## src/rbst_pkg.sv

```systemverilog
// Package for the ring buffer span tracker: widths, command and register codes,
// and the item, result, state and configuration types.
// No dependencies.
package rbst_pkg;

   localparam int INDEX_WIDTH = 16;
   localparam int CNT_W       = INDEX_WIDTH + 1;
   localparam int SPAN_CNT_W  = 2;

   localparam logic [CNT_W-1:0] MAX_CAP = CNT_W'(1) << INDEX_WIDTH;
   localparam logic [SPAN_CNT_W-1:0] SPAN_LIMIT_RESET = SPAN_CNT_W'(2);

   typedef enum logic [1:0] {
      CMD_QUERY   = 2'd0,
      CMD_PRODUCE = 2'd1,
      CMD_CONSUME = 2'd2,
      CMD_CLEAR   = 2'd3
   } cmd_type;

   typedef enum logic [0:0] {
      CSR_CAPACITY   = 1'b0,
      CSR_SPAN_LIMIT = 1'b1
   } csr_idx_type;

   typedef struct packed {
      cmd_type          command;
      logic [CNT_W-1:0] amount;
   } req_type;

   typedef struct packed {
      logic [INDEX_WIDTH-1:0] read_position;
      logic [INDEX_WIDTH-1:0] write_position;
      logic [CNT_W-1:0]       stored_bytes;
   } state_type;

   typedef struct packed {
      logic [CNT_W-1:0] capacity;
      logic             lim_any;
      logic             lim_two;
   } cfg_type;

   typedef struct packed {
      logic [CNT_W-1:0]       applied_amount;
      logic [CNT_W-1:0]       fill_level;
      logic [SPAN_CNT_W-1:0]  read_span_count;
      logic [INDEX_WIDTH-1:0] read_first_offset;
      logic [CNT_W-1:0]       read_first_length;
      logic [INDEX_WIDTH-1:0] read_second_offset;
      logic [CNT_W-1:0]       read_second_length;
      logic [SPAN_CNT_W-1:0]  write_span_count;
      logic [INDEX_WIDTH-1:0] write_first_offset;
      logic [CNT_W-1:0]       write_first_length;
      logic [INDEX_WIDTH-1:0] write_second_offset;
      logic [CNT_W-1:0]       write_second_length;
   } rsp_type;

endpackage

```

## src/rbst_ifs.sv

```systemverilog
// Channel interfaces of the ring buffer span tracker: command items, result
// items and register writes. Depends on rbst_pkg.
interface rbst_req_if;
   logic                           valid;
   logic                           ready;
   rbst_pkg::cmd_type              command;
   logic [rbst_pkg::CNT_W-1:0]     amount;

   modport source (output valid, command, amount, input ready);
   modport sink   (input valid, command, amount, output ready);
endinterface

interface rbst_rsp_if;
   logic                               valid;
   logic                               ready;
   logic [rbst_pkg::CNT_W-1:0]         applied_amount;
   logic [rbst_pkg::CNT_W-1:0]         fill_level;
   logic [rbst_pkg::SPAN_CNT_W-1:0]    read_span_count;
   logic [rbst_pkg::INDEX_WIDTH-1:0]   read_first_offset;
   logic [rbst_pkg::CNT_W-1:0]         read_first_length;
   logic [rbst_pkg::INDEX_WIDTH-1:0]   read_second_offset;
   logic [rbst_pkg::CNT_W-1:0]         read_second_length;
   logic [rbst_pkg::SPAN_CNT_W-1:0]    write_span_count;
   logic [rbst_pkg::INDEX_WIDTH-1:0]   write_first_offset;
   logic [rbst_pkg::CNT_W-1:0]         write_first_length;
   logic [rbst_pkg::INDEX_WIDTH-1:0]   write_second_offset;
   logic [rbst_pkg::CNT_W-1:0]         write_second_length;

   modport source (output valid, applied_amount, fill_level, read_span_count,
                   read_first_offset, read_first_length, read_second_offset,
                   read_second_length, write_span_count, write_first_offset,
                   write_first_length, write_second_offset, write_second_length,
                   input ready);
   modport sink   (input valid, applied_amount, fill_level, read_span_count,
                   read_first_offset, read_first_length, read_second_offset,
                   read_second_length, write_span_count, write_first_offset,
                   write_first_length, write_second_offset, write_second_length,
                   output ready);
endinterface

interface rbst_csr_if;
   logic                         valid;
   logic                         ready;
   rbst_pkg::csr_idx_type        index;
   logic [rbst_pkg::CNT_W-1:0]   data;

   modport source (output valid, index, data, input ready);
   modport sink   (input valid, index, data, output ready);
endinterface

```

## src/rbst_step.sv

```systemverilog
// Next-state and result logic for one command item: clamping, index wrap
// and span extraction. Purely combinational. Depends on rbst_pkg.
module rbst_step (
   input  rbst_pkg::req_type   item,
   input  rbst_pkg::state_type cur,
   input  rbst_pkg::cfg_type   cfg,
   output rbst_pkg::state_type nxt,
   output rbst_pkg::rsp_type   res
);
   import rbst_pkg::*;

   logic [CNT_W-1:0]       cap;
   logic [CNT_W-1:0]       room;
   logic [CNT_W-1:0]       applied;
   logic [CNT_W-1:0]       base;
   logic [CNT_W-1:0]       sum;
   logic [INDEX_WIDTH-1:0] wrapped;
   logic [CNT_W-1:0]       rp_w;
   logic [CNT_W-1:0]       wp_w;

   assign cap     = cfg.capacity;
   assign room    = cap - cur.stored_bytes;
   assign base    = (item.command == CMD_PRODUCE) ? CNT_W'(cur.write_position)
                                                  : CNT_W'(cur.read_position);
   assign sum     = base + applied;
   assign wrapped = (sum >= cap) ? INDEX_WIDTH'(sum - cap) : INDEX_WIDTH'(sum);

   always_comb begin
      unique case (item.command)
         CMD_PRODUCE: applied = (item.amount < room) ? item.amount : room;
         CMD_CONSUME: applied = (item.amount < cur.stored_bytes) ? item.amount
                                                                 : cur.stored_bytes;
         default:     applied = '0;
      endcase
   end

   always_comb begin
      nxt = cur;
      unique case (item.command)
         CMD_QUERY: begin
         end
         CMD_PRODUCE: begin
            nxt.write_position = wrapped;
            nxt.stored_bytes   = cur.stored_bytes + applied;
         end
         CMD_CONSUME: begin
            nxt.read_position = wrapped;
            nxt.stored_bytes  = cur.stored_bytes - applied;
            if (nxt.stored_bytes == '0) begin
               nxt.read_position  = '0;
               nxt.write_position = '0;
            end
         end
         CMD_CLEAR: begin
            nxt = '0;
         end
         default: begin
         end
      endcase
   end

   assign rp_w = CNT_W'(nxt.read_position);
   assign wp_w = CNT_W'(nxt.write_position);

   always_comb begin
      res                = '0;
      res.applied_amount = applied;
      res.fill_level     = nxt.stored_bytes;
      if (cfg.lim_any && nxt.stored_bytes != '0) begin
         res.read_span_count   = SPAN_CNT_W'(1);
         res.read_first_offset = nxt.read_position;
         if (rp_w < wp_w) begin
            res.read_first_length = wp_w - rp_w;
         end else begin
            res.read_first_length = cap - rp_w;
            if (wp_w != '0 && cfg.lim_two) begin
               res.read_span_count    = SPAN_CNT_W'(2);
               res.read_second_length = wp_w;
            end
         end
      end
      if (cfg.lim_any && nxt.stored_bytes != cap) begin
         res.write_span_count   = SPAN_CNT_W'(1);
         res.write_first_offset = nxt.write_position;
         if (wp_w >= rp_w) begin
            res.write_first_length = cap - wp_w;
            if (rp_w != '0 && cfg.lim_two) begin
               res.write_span_count    = SPAN_CNT_W'(2);
               res.write_second_length = rp_w;
            end
         end else begin
            res.write_first_length = rp_w - wp_w;
         end
      end
   end

endmodule

```

## src/ring_buffer_span_tracker_top.sv

```systemverilog
// Top level of the ring buffer span tracker: input register, state and
// configuration registers, result register. Depends on rbst_pkg, rbst_ifs, rbst_step.
//
// Tracks read index, write index and fill count of a circular byte buffer and
// answers each command item (query, produce, consume, clear) with one result
// item: applied amount, fill level and up to two readable and two writable
// spans. An item is registered on acceptance and resolved from that register into
// the result register; one item is accepted every cycle unless the result side
// stalls, and the single read-modify-write of the index state per cycle sets that rate.
// Register writes are taken at any time with csr ready always high and must
// only occur while no item is in flight; writing the capacity empties the buffer.
module ring_buffer_span_tracker_top (
   input logic         clock,
   input logic         reset,
   rbst_req_if.sink    req_if,
   rbst_rsp_if.source  rsp_if,
   rbst_csr_if.sink    csr_if
);
   import rbst_pkg::*;

   logic                  in_valid_ff, in_valid_in;
   req_type               in_item_ff;
   logic                  rsp_valid_ff, rsp_valid_in;
   rsp_type               rsp_data_ff;
   state_type             state_ff, state_in;
   logic [CNT_W-1:0]      capacity_ff;
   logic [SPAN_CNT_W-1:0] span_limit_ff;
   cfg_type               cfg;
   rsp_type               res;
   logic                  advance;
   logic                  req_take;
   logic                  cap_write;

   assign cfg.capacity = (capacity_ff == '0 || capacity_ff > MAX_CAP) ? MAX_CAP : capacity_ff;
   assign cfg.lim_any  = |span_limit_ff;
   assign cfg.lim_two  = span_limit_ff[SPAN_CNT_W-1];

   assign advance   = in_valid_ff && (!rsp_valid_ff || rsp_if.ready);
   assign req_take  = req_if.valid && req_if.ready;
   assign cap_write = csr_if.valid && csr_if.index == CSR_CAPACITY;

   assign req_if.ready = !in_valid_ff || advance;
   assign csr_if.ready = 1'b1;

   rbst_step u_step (
      .item (in_item_ff),
      .cur  (state_ff),
      .cfg  (cfg),
      .nxt  (state_in),
      .res  (res)
   );

   assign in_valid_in  = req_take || (in_valid_ff && !advance);
   assign rsp_valid_in = advance || (rsp_valid_ff && !rsp_if.ready);

   always_ff @(posedge clock) begin
      if (reset) begin
         in_valid_ff   <= 1'b0;
         rsp_valid_ff  <= 1'b0;
         state_ff      <= '0;
         capacity_ff   <= MAX_CAP;
         span_limit_ff <= SPAN_LIMIT_RESET;
      end else begin
         in_valid_ff  <= in_valid_in;
         rsp_valid_ff <= rsp_valid_in;
         priority if (cap_write) begin
            state_ff <= '0;
         end else if (advance) begin
            state_ff <= state_in;
         end
         if (csr_if.valid) begin
            unique case (csr_if.index)
               CSR_CAPACITY:   capacity_ff   <= csr_if.data;
               CSR_SPAN_LIMIT: span_limit_ff <= csr_if.data[SPAN_CNT_W-1:0];
               default: begin
               end
            endcase
         end
      end
   end

   always_ff @(posedge clock) begin
      if (req_take) begin
         in_item_ff.command <= req_if.command;
         in_item_ff.amount  <= req_if.amount;
      end
      if (advance) begin
         rsp_data_ff <= res;
      end
   end

   assign rsp_if.valid               = rsp_valid_ff;
   assign rsp_if.applied_amount      = rsp_data_ff.applied_amount;
   assign rsp_if.fill_level          = rsp_data_ff.fill_level;
   assign rsp_if.read_span_count     = rsp_data_ff.read_span_count;
   assign rsp_if.read_first_offset   = rsp_data_ff.read_first_offset;
   assign rsp_if.read_first_length   = rsp_data_ff.read_first_length;
   assign rsp_if.read_second_offset  = rsp_data_ff.read_second_offset;
   assign rsp_if.read_second_length  = rsp_data_ff.read_second_length;
   assign rsp_if.write_span_count    = rsp_data_ff.write_span_count;
   assign rsp_if.write_first_offset  = rsp_data_ff.write_first_offset;
   assign rsp_if.write_first_length  = rsp_data_ff.write_first_length;
   assign rsp_if.write_second_offset = rsp_data_ff.write_second_offset;
   assign rsp_if.write_second_length = rsp_data_ff.write_second_length;

   a_fill_bounded: assert property (@(posedge clock) disable iff (reset)
      state_ff.stored_bytes <= cfg.capacity)
      else $error("fill count above capacity");

   a_index_bounded: assert property (@(posedge clock) disable iff (reset)
      CNT_W'(state_ff.read_position) < cfg.capacity &&
      CNT_W'(state_ff.write_position) < cfg.capacity)
      else $error("index outside capacity");

   a_empty_home: assert property (@(posedge clock) disable iff (reset)
      state_ff.stored_bytes == '0 |->
      state_ff.read_position == '0 && state_ff.write_position == '0)
      else $error("empty buffer with nonzero index");

   a_result_follows: assert property (@(posedge clock) disable iff (reset)
      advance |=> rsp_valid_ff && rsp_data_ff.fill_level == $past(state_in.stored_bytes))
      else $error("resolved item not presented");

endmodule

```

## src/flat_wrapper.sv

```systemverilog
// flat-port wrapper written by rule: the top's interface ports become plain ports
module ring_buffer_span_tracker_top_flat import rbst_pkg::*;
  (clock, reset, req_if_valid, req_if_command, req_if_amount, req_if_ready, rsp_if_valid, rsp_if_applied_amount, rsp_if_fill_level, rsp_if_read_span_count, rsp_if_read_first_offset, rsp_if_read_first_length, rsp_if_read_second_offset, rsp_if_read_second_length, rsp_if_write_span_count, rsp_if_write_first_offset, rsp_if_write_first_length, rsp_if_write_second_offset, rsp_if_write_second_length, rsp_if_ready, csr_if_valid, csr_if_index, csr_if_data, csr_if_ready);
  rbst_req_if req_if_i ();
  rbst_rsp_if rsp_if_i ();
  rbst_csr_if csr_if_i ();
  input logic clock;
  input logic reset;
  input wire logic [$bits(req_if_i.valid)-1:0] req_if_valid;
  input wire logic [$bits(req_if_i.command)-1:0] req_if_command;
  input wire logic [$bits(req_if_i.amount)-1:0] req_if_amount;
  output wire logic [$bits(req_if_i.ready)-1:0] req_if_ready;
  output wire logic [$bits(rsp_if_i.valid)-1:0] rsp_if_valid;
  output wire logic [$bits(rsp_if_i.applied_amount)-1:0] rsp_if_applied_amount;
  output wire logic [$bits(rsp_if_i.fill_level)-1:0] rsp_if_fill_level;
  output wire logic [$bits(rsp_if_i.read_span_count)-1:0] rsp_if_read_span_count;
  output wire logic [$bits(rsp_if_i.read_first_offset)-1:0] rsp_if_read_first_offset;
  output wire logic [$bits(rsp_if_i.read_first_length)-1:0] rsp_if_read_first_length;
  output wire logic [$bits(rsp_if_i.read_second_offset)-1:0] rsp_if_read_second_offset;
  output wire logic [$bits(rsp_if_i.read_second_length)-1:0] rsp_if_read_second_length;
  output wire logic [$bits(rsp_if_i.write_span_count)-1:0] rsp_if_write_span_count;
  output wire logic [$bits(rsp_if_i.write_first_offset)-1:0] rsp_if_write_first_offset;
  output wire logic [$bits(rsp_if_i.write_first_length)-1:0] rsp_if_write_first_length;
  output wire logic [$bits(rsp_if_i.write_second_offset)-1:0] rsp_if_write_second_offset;
  output wire logic [$bits(rsp_if_i.write_second_length)-1:0] rsp_if_write_second_length;
  input wire logic [$bits(rsp_if_i.ready)-1:0] rsp_if_ready;
  input wire logic [$bits(csr_if_i.valid)-1:0] csr_if_valid;
  input wire logic [$bits(csr_if_i.index)-1:0] csr_if_index;
  input wire logic [$bits(csr_if_i.data)-1:0] csr_if_data;
  output wire logic [$bits(csr_if_i.ready)-1:0] csr_if_ready;
  assign req_if_i.valid = req_if_valid;
  assign req_if_i.command = req_if_command;
  assign req_if_i.amount = req_if_amount;
  assign req_if_ready = req_if_i.ready;
  assign rsp_if_valid = rsp_if_i.valid;
  assign rsp_if_applied_amount = rsp_if_i.applied_amount;
  assign rsp_if_fill_level = rsp_if_i.fill_level;
  assign rsp_if_read_span_count = rsp_if_i.read_span_count;
  assign rsp_if_read_first_offset = rsp_if_i.read_first_offset;
  assign rsp_if_read_first_length = rsp_if_i.read_first_length;
  assign rsp_if_read_second_offset = rsp_if_i.read_second_offset;
  assign rsp_if_read_second_length = rsp_if_i.read_second_length;
  assign rsp_if_write_span_count = rsp_if_i.write_span_count;
  assign rsp_if_write_first_offset = rsp_if_i.write_first_offset;
  assign rsp_if_write_first_length = rsp_if_i.write_first_length;
  assign rsp_if_write_second_offset = rsp_if_i.write_second_offset;
  assign rsp_if_write_second_length = rsp_if_i.write_second_length;
  assign rsp_if_i.ready = rsp_if_ready;
  assign csr_if_i.valid = csr_if_valid;
  assign csr_if_i.index = csr_if_index;
  assign csr_if_i.data = csr_if_data;
  assign csr_if_ready = csr_if_i.ready;
  ring_buffer_span_tracker_top u_core (.clock(clock), .reset(reset), .req_if(req_if_i), .rsp_if(rsp_if_i), .csr_if(csr_if_i));
endmodule
```

## config.mk

```make
export PLATFORM = sky130hd
export DESIGN_NAME = ring_buffer_span_tracker_top_flat
export DESIGN_NICKNAME = d
export VERILOG_FILES = /design/src/rbst_pkg.sv /design/src/rbst_ifs.sv /design/src/rbst_step.sv /design/src/ring_buffer_span_tracker_top.sv /design/src/flat_wrapper.sv
export SDC_FILE = /design/constraint.sdc
export NUM_CORES = 1
export LEC_CHECK = 0
export ABC_AREA = 1
export BUFFER_PORTS_ARGS = -buffer_cell sky130_fd_sc_hd__buf_2
export CAP_MARGIN = 5
export CELL_PAD_IN_SITES_DETAIL_PLACEMENT = 1
export CELL_PAD_IN_SITES_GLOBAL_PLACEMENT = 1
export CORE_UTILIZATION = 25
export CTS_CLUSTER_DIAMETER = 150
export DETAILED_ROUTE_END_ITERATION = 8
export PLACE_DENSITY_LB_ADDON = 0.1
export SLEW_MARGIN = 40
export SYNTH_ARGS = -nofsm -noshare
export SYNTH_HDL_FRONTEND = slang
export SYNTH_SLANG_ARGS = --single-unit
```

## constraint.sdc

```tcl
create_clock -name clock -period 18 [get_ports clock]
set_clock_uncertainty 0.05 [all_clocks]
set_input_delay 0 -clock clock [delete_from_list [all_inputs] [get_ports clock]]
set_output_delay 0 -clock clock [all_outputs]
set_load 0.005 [all_outputs]
```

== Word-level counts from Yosys, hierarchy flattened ==
Index checks and enable logic that the tools add are counted.

* Add/subtract/negate cells: 9
* Magnitude comparators: 6
* Equal/unequal tests: 4
* Multiplexer cells: 15
* Bitwise gates (word level): 3
* Reductions and logical operators: 31

{| class="wikitable"
|+ Operators by type and width
! kind !! number
|-
| $pmux 33 s3 || 1
|-
| $mux 17 || 5
|-
| $reduce_bool 17->1 || 3
|-
| $logic_not 17->1 || 2
|-
| $lt 17x17->1 || 2
|-
| $pmux 17 s2 || 1
|-
| $sub 16x16->17 || 2
|-
| $sub 17x16->17 || 2
|-
| $sub 17x17->17 || 2
|-
| $mux 16 || 2
|-
| $mux 32 || 1
|-
| $pmux 16 s2 || 1
|-
| $add 16x17->17 || 1
|-
| $add 17x17->17 || 1
|-
| $ge 17x17->1 || 1
|-
| $gt 17x17->1 const B || 1
|-
| $ne 17x17->1 || 1
|-
| $ge 16x16->1 || 1
|-
| $lt 16x16->1 || 1
|-
| $sub 16x16->16 || 1
|-
| $logic_and 1x1->1 || 9
|-
| $reduce_and 2->1 || 3
|-
| $reduce_or 2->1 || 3
|-
| $logic_or 1x1->1 || 5
|-
| other kinds (8) || 16
|}

* Bits in registers: 227
* Bits of input ports: 42
* Output and inout port bits: 173
* Logic and storage cells: 91

== Depth between registers and ports, before layout ==
* Depth after elaboration: 16
* Gate-level depth with buffers: 80
* Mapped depth without buffers: 78

== Cells and area by module ==
From an unflattened synthesis, not the netlist that was laid out.

* Cell total of the unflattened synthesis: 2,741
* Area total of the unflattened synthesis: 20,318.2 um2

{| class="wikitable"
|+ By module, submodules not included
! module !! times used !! cells an instance !! area each (um2) !! sequential area each (um2)
|-
| rbst_step || 1 || 2,081 || 11,507.3 || 0.0
|-
| ring_buffer_span_tracker_top || 1 || 660 || 8,811.0 || 7,076.8
|}

== Least setup slack after synthesis ==
OpenSTA, ideal clock, no wires.

* Path type: flip-flop to flip-flop
* Start: register u_core.capacity_ff[8]
* End: register u_core.rsp_data_ff (netlist bit u_core.rsp_if.write_second_length[12]), data pin
* Setup time: 255 ps
* Data arrival time: 9,873 ps
* Required time: 17,695 ps
* Slack: 7,823 ps
* Cell stages (with the launch flop): 68
* Path buffers: 4
* Period minus slack after synthesis: 10,177 ps
* Cells stage by stage: dfxtp_1 nor4_1 nand4_1 ha_1 inv_4 clkbuf_1 nand2_1 inv_1 ha_1 a21o_1 nand3_1 nand2_1 inv_1 nand2_2 a21oi_1 nor2_1 nor2_1 xor2_1 [... 32 more ...] nor2_1 nand2_1 o21ai_0 inv_1 ha_1 a21oi_1 o21ai_1 a221o_1 a221o_1 a21oi_1 inv_1 nand2_1 nand2_1 inv_1 nor2_1 nand3_4 buf_12 nor2_2

{| class="wikitable"
|+ RTL lines
! item !! line !! RTL
|-
| start: declaration || ring_buffer_span_tracker_top.sv:26 || <nowiki>logic [CNT_W-1:0] capacity_ff;</nowiki>
|-
| start signal: assignment || ring_buffer_span_tracker_top.sv:73 || <nowiki>CSR_CAPACITY: capacity_ff <= csr_if.data;</nowiki>
|-
| end signal: assignment || ring_buffer_span_tracker_top.sv:88 || <nowiki>rsp_data_ff <= res;</nowiki>
|-
| end: declaration || ring_buffer_span_tracker_top.sv:24 || <nowiki>rsp_type rsp_data_ff;</nowiki>
|}

==> reports/qor.csv <==
metric;value;unit
outcome;finished, final reports clean;
kind of critical path;reg2reg;
critical path peak fanout;34;
vias in the first global route;18151;
worst setup path endpoint;u_core.rsp_if.read_second_length[1];
syn_area_per_cell;7.38;µm²
R2R Setup Slk;3.73;ns
Yosys cell types;55;
CP dominant cell by count;nand2_1;
DR WL/cell;22.1;µm
first-pass GRT wire length;119;mm
Crit. End Element;flip-flop;
Congestion Overflow GR;0;
RSZ-0062 raised after global routing;false;
slowest CP cell;a21oi_1;
Leakage;0.0105;µW
non-filler cells, final;3686;
# diodes;0;
vias per cell;4.78;
Peak VDD IR;73.1;µV
GP Congestion;0.874;
Warnings, synthesis;0;
CTS Buf Count;29;
clock latency on the worst-skew pair;0.59;ns
Initial DRC Count;932;
largest net degree at the start of global routing;132;
crit start category;flip-flop;
Synth area leaders;edfxtp_1, ha_1, nand2_1;
CP Buf/Inv Count;8;
First-pass DRT Iterations;5;
Hold/Removal Path Class;in2reg;
asr flop ratio synth;0;%
Critical Path Source;u_core.capacity_ff[1];
#FFs+latches synth;225;
Final #Nets;2934;
Post-synth EDFFs;155;
WP depth;62;
Starting Density;25.2;%
Vias;17612;
Rel. slew slack;41.6;%
Hold Path Cell Cnt;2;
met2 WL;40.8;mm
Clock Sinks;225;
die width;273;µm
Post-CTS Setup Bufs;0;
Core Box Area;72800;µm²
CTS tree;done;
critical path data arrival time;14.55;ns
Remaining DRCs;0;
Slew Limit Fails;0;
final hold violations;0;
Post-Syn Area;18400;µm²
root buffer cell;clkbuf_16;
Final setup viols;0;
cell count after synthesis;2488;
top-level port count;215;
die area;74600;µm²
Tcrit/Tclk final;79.3;%
post-synthesis sequential area ratio;33.0;%
initial antenna violation count;1;
worst-margin pin slew;0.867;ns
Yosys top cell by area;edfxtp_1;
Data required, critical path;18.28;ns
Max-Cap Viols;0;
total track usage;21.6;%
met1 WL;35.2;mm
RR Startpoint;u_core.capacity_ff[1];
final wirelength;81.6;mm
final total power;2480;µW
Rows;99;
RR Endpoint;u_core.rsp_if.read_second_length[1];
Area Growth Syn to Fin;18.3;%
Setup TNS Final;0;ns
Detail Route Antenna Nets;0;
power density over the cells;114;nW/µm²
Yosys top cell area share;25.3;%
post-DP HPWL;64.4;mm
chip height;273;µm
min Tclk post-route;14.27;ns
f_max;0.0701;GHz
share of cells above drive strength 1;12.6;%
routed wl met3;2.28;mm
placed instance count;3574;
top_reg_cell synth;edfxtp_1;
clock slew at reported path FFs;0.07;ns
htree depth;1;
Crit path max-delay family;simple AND/OR/NAND/NOR gates;
R2R depth;62;
max incr delay on CP;0.72;ns
Max Root-Sink Buffers;3;
highest routed layer;met4;
port bufs;179;
-- kinds of logic (layout without fill, tap and decap cells) --
kind of cell / count (synthesis) / in the layout / share of synthesized area (%)
compound gates: 561 / 561 / 16.7
other cells: 2 / 35 / 0.0409
xor+xnor: 103 / 103 / 4.91
fa+ha+maj: 187 / 187 / 13.1
buf+inv: 483 / 689 / 10.9
flops: 225 / 225 / 33.0
simple gates: 927 / 927 / 21.4
-- what timing repair did --
action,in CTS,in global routing
setup endpoints to repair,0,0
hold endpoints to repair,40,0
hold buffers,59,0
resized for setup,0,0
-- metal layers --
layer  track usage, %  vias up
li1                 -     8574
met3             2.19      105
met5                0        -
met1             26.3     8628
met2             38.9      305
met4             7.88        0
-- worst min-delay path by stage --
stage | to | startpoint
after detailed placement | u_core.in_item_ff[8] | req_if_amount[8]
after CTS | u_core.in_item_ff[1] | req_if_amount[1]
after global routing | u_core.in_item_ff[1] | req_if_amount[1]
final | u_core.in_item_ff[1] | req_if_amount[1]
after global placement | u_core.in_item_ff[8] | req_if_amount[8]
after floorplan | u_core.in_valid_ff | reset
-- cells in the mapped netlist (3+ instances only) --
master and instances:
o21ai_0 200, xor2_1 75, a21o_1 13, nor2_2 22, nor3_1 12, inv_2 6, edfxtp_1 155, or2_2 13
nor2_1 225, a211oi_1 11, fa_1 8, buf_1 11, o21bai_1 10, dfxtp_1 70, nand3_1 96, o2111ai_1 3
a21boi_0 4, o21ai_1 17, buf_6 4, xnor2_1 28, buf_2 9, buf_4 35, inv_1 360, nand2_1 491
a21oi_1 245, nand3_4 3, nand2_2 28, o21a_1 7, a311oi_1 3, nand4_1 19, nand3_2 3, ha_1 179
clkbuf_1 55, nand3b_1 4, a31oi_1 8, nor4_1 6, o211ai_1 27
-- power breakdown --
part | leakage [µW] | total, µW | switching [µW] | internal [µW]
logic | 0.00804 | 1240 | 844 | 397
clock network | 0.000453 | 574 | 252 | 321
registers | 0.00203 | 663 | 24.4 | 639
-- state kept, by name (all words and copies together) (netlist names) --
name,flops
u_core.capacity_ff,17
u_core.in_item_ff,19
u_core.in_valid_ff,1
u_core.rsp_if.applied_amount,17
u_core.rsp_if.fill_level,17
u_core.rsp_if.read_first_length,17
u_core.rsp_if.read_first_offset,16
u_core.rsp_if.read_second_length,16
u_core.rsp_if.read_span_count,2
u_core.rsp_if.valid,1
u_core.rsp_if.write_first_length,17
u_core.rsp_if.write_first_offset,16
u_core.rsp_if.write_second_length,16
u_core.rsp_if.write_span_count,2
u_core.span_limit_ff,2
u_core.state_ff,49
-- layout make-up --
cell class | instances | area, µm²
clock buffers | 36 | 782
clock inverters | 17 | 120
fillers | 8936 | 51100
inverters | 368 | 1400
multi-input cells | 1813 | 10500
flip-flops and latches | 225 | 6060
well taps | 959 | 1200
repair buffers | 268 | 1720
-- cell usage in the layout (no fill, tap or decap), drive strengths merged, types with 3 or more instances in the layout --
cell type,n
xnor2,28
nor4,6
o211ai,27
buf,209
nand3,102
ha,179
inv,368
o2111ai,3
dlygate4sd3,59
a21o,13
a311oi,3
a211oi,11
nand3b,4
a31oi,8
fa,8
xor2,75
o21a,7
nor2,247
edfxtp,155
or2,14
clkinv,16
clkbuf,36
nand2,519
nor3,13
a21oi,245
conb,35
a21boi,5
o21bai,10
o21ai,217
dfxtp,70
nand4,19
-- through the flow --
stage          utilization (%)  cell area [µm²]  setup WS [ns]  hold WS (ns)
2_1_floorplan                -            18500           7.82        0.0191
3_3_place_gp              27.7            20200           3.59         0.128
4_1_cts                   29.8            21700           3.80        0.0278
6_report                  29.8            21700           3.73        0.0558
5_1_grt                   29.8            21700           2.66        0.0388
3_5_place_dp              27.8            20200           3.85         0.128
No activity file was read; power rests on OpenSTA's default activity.
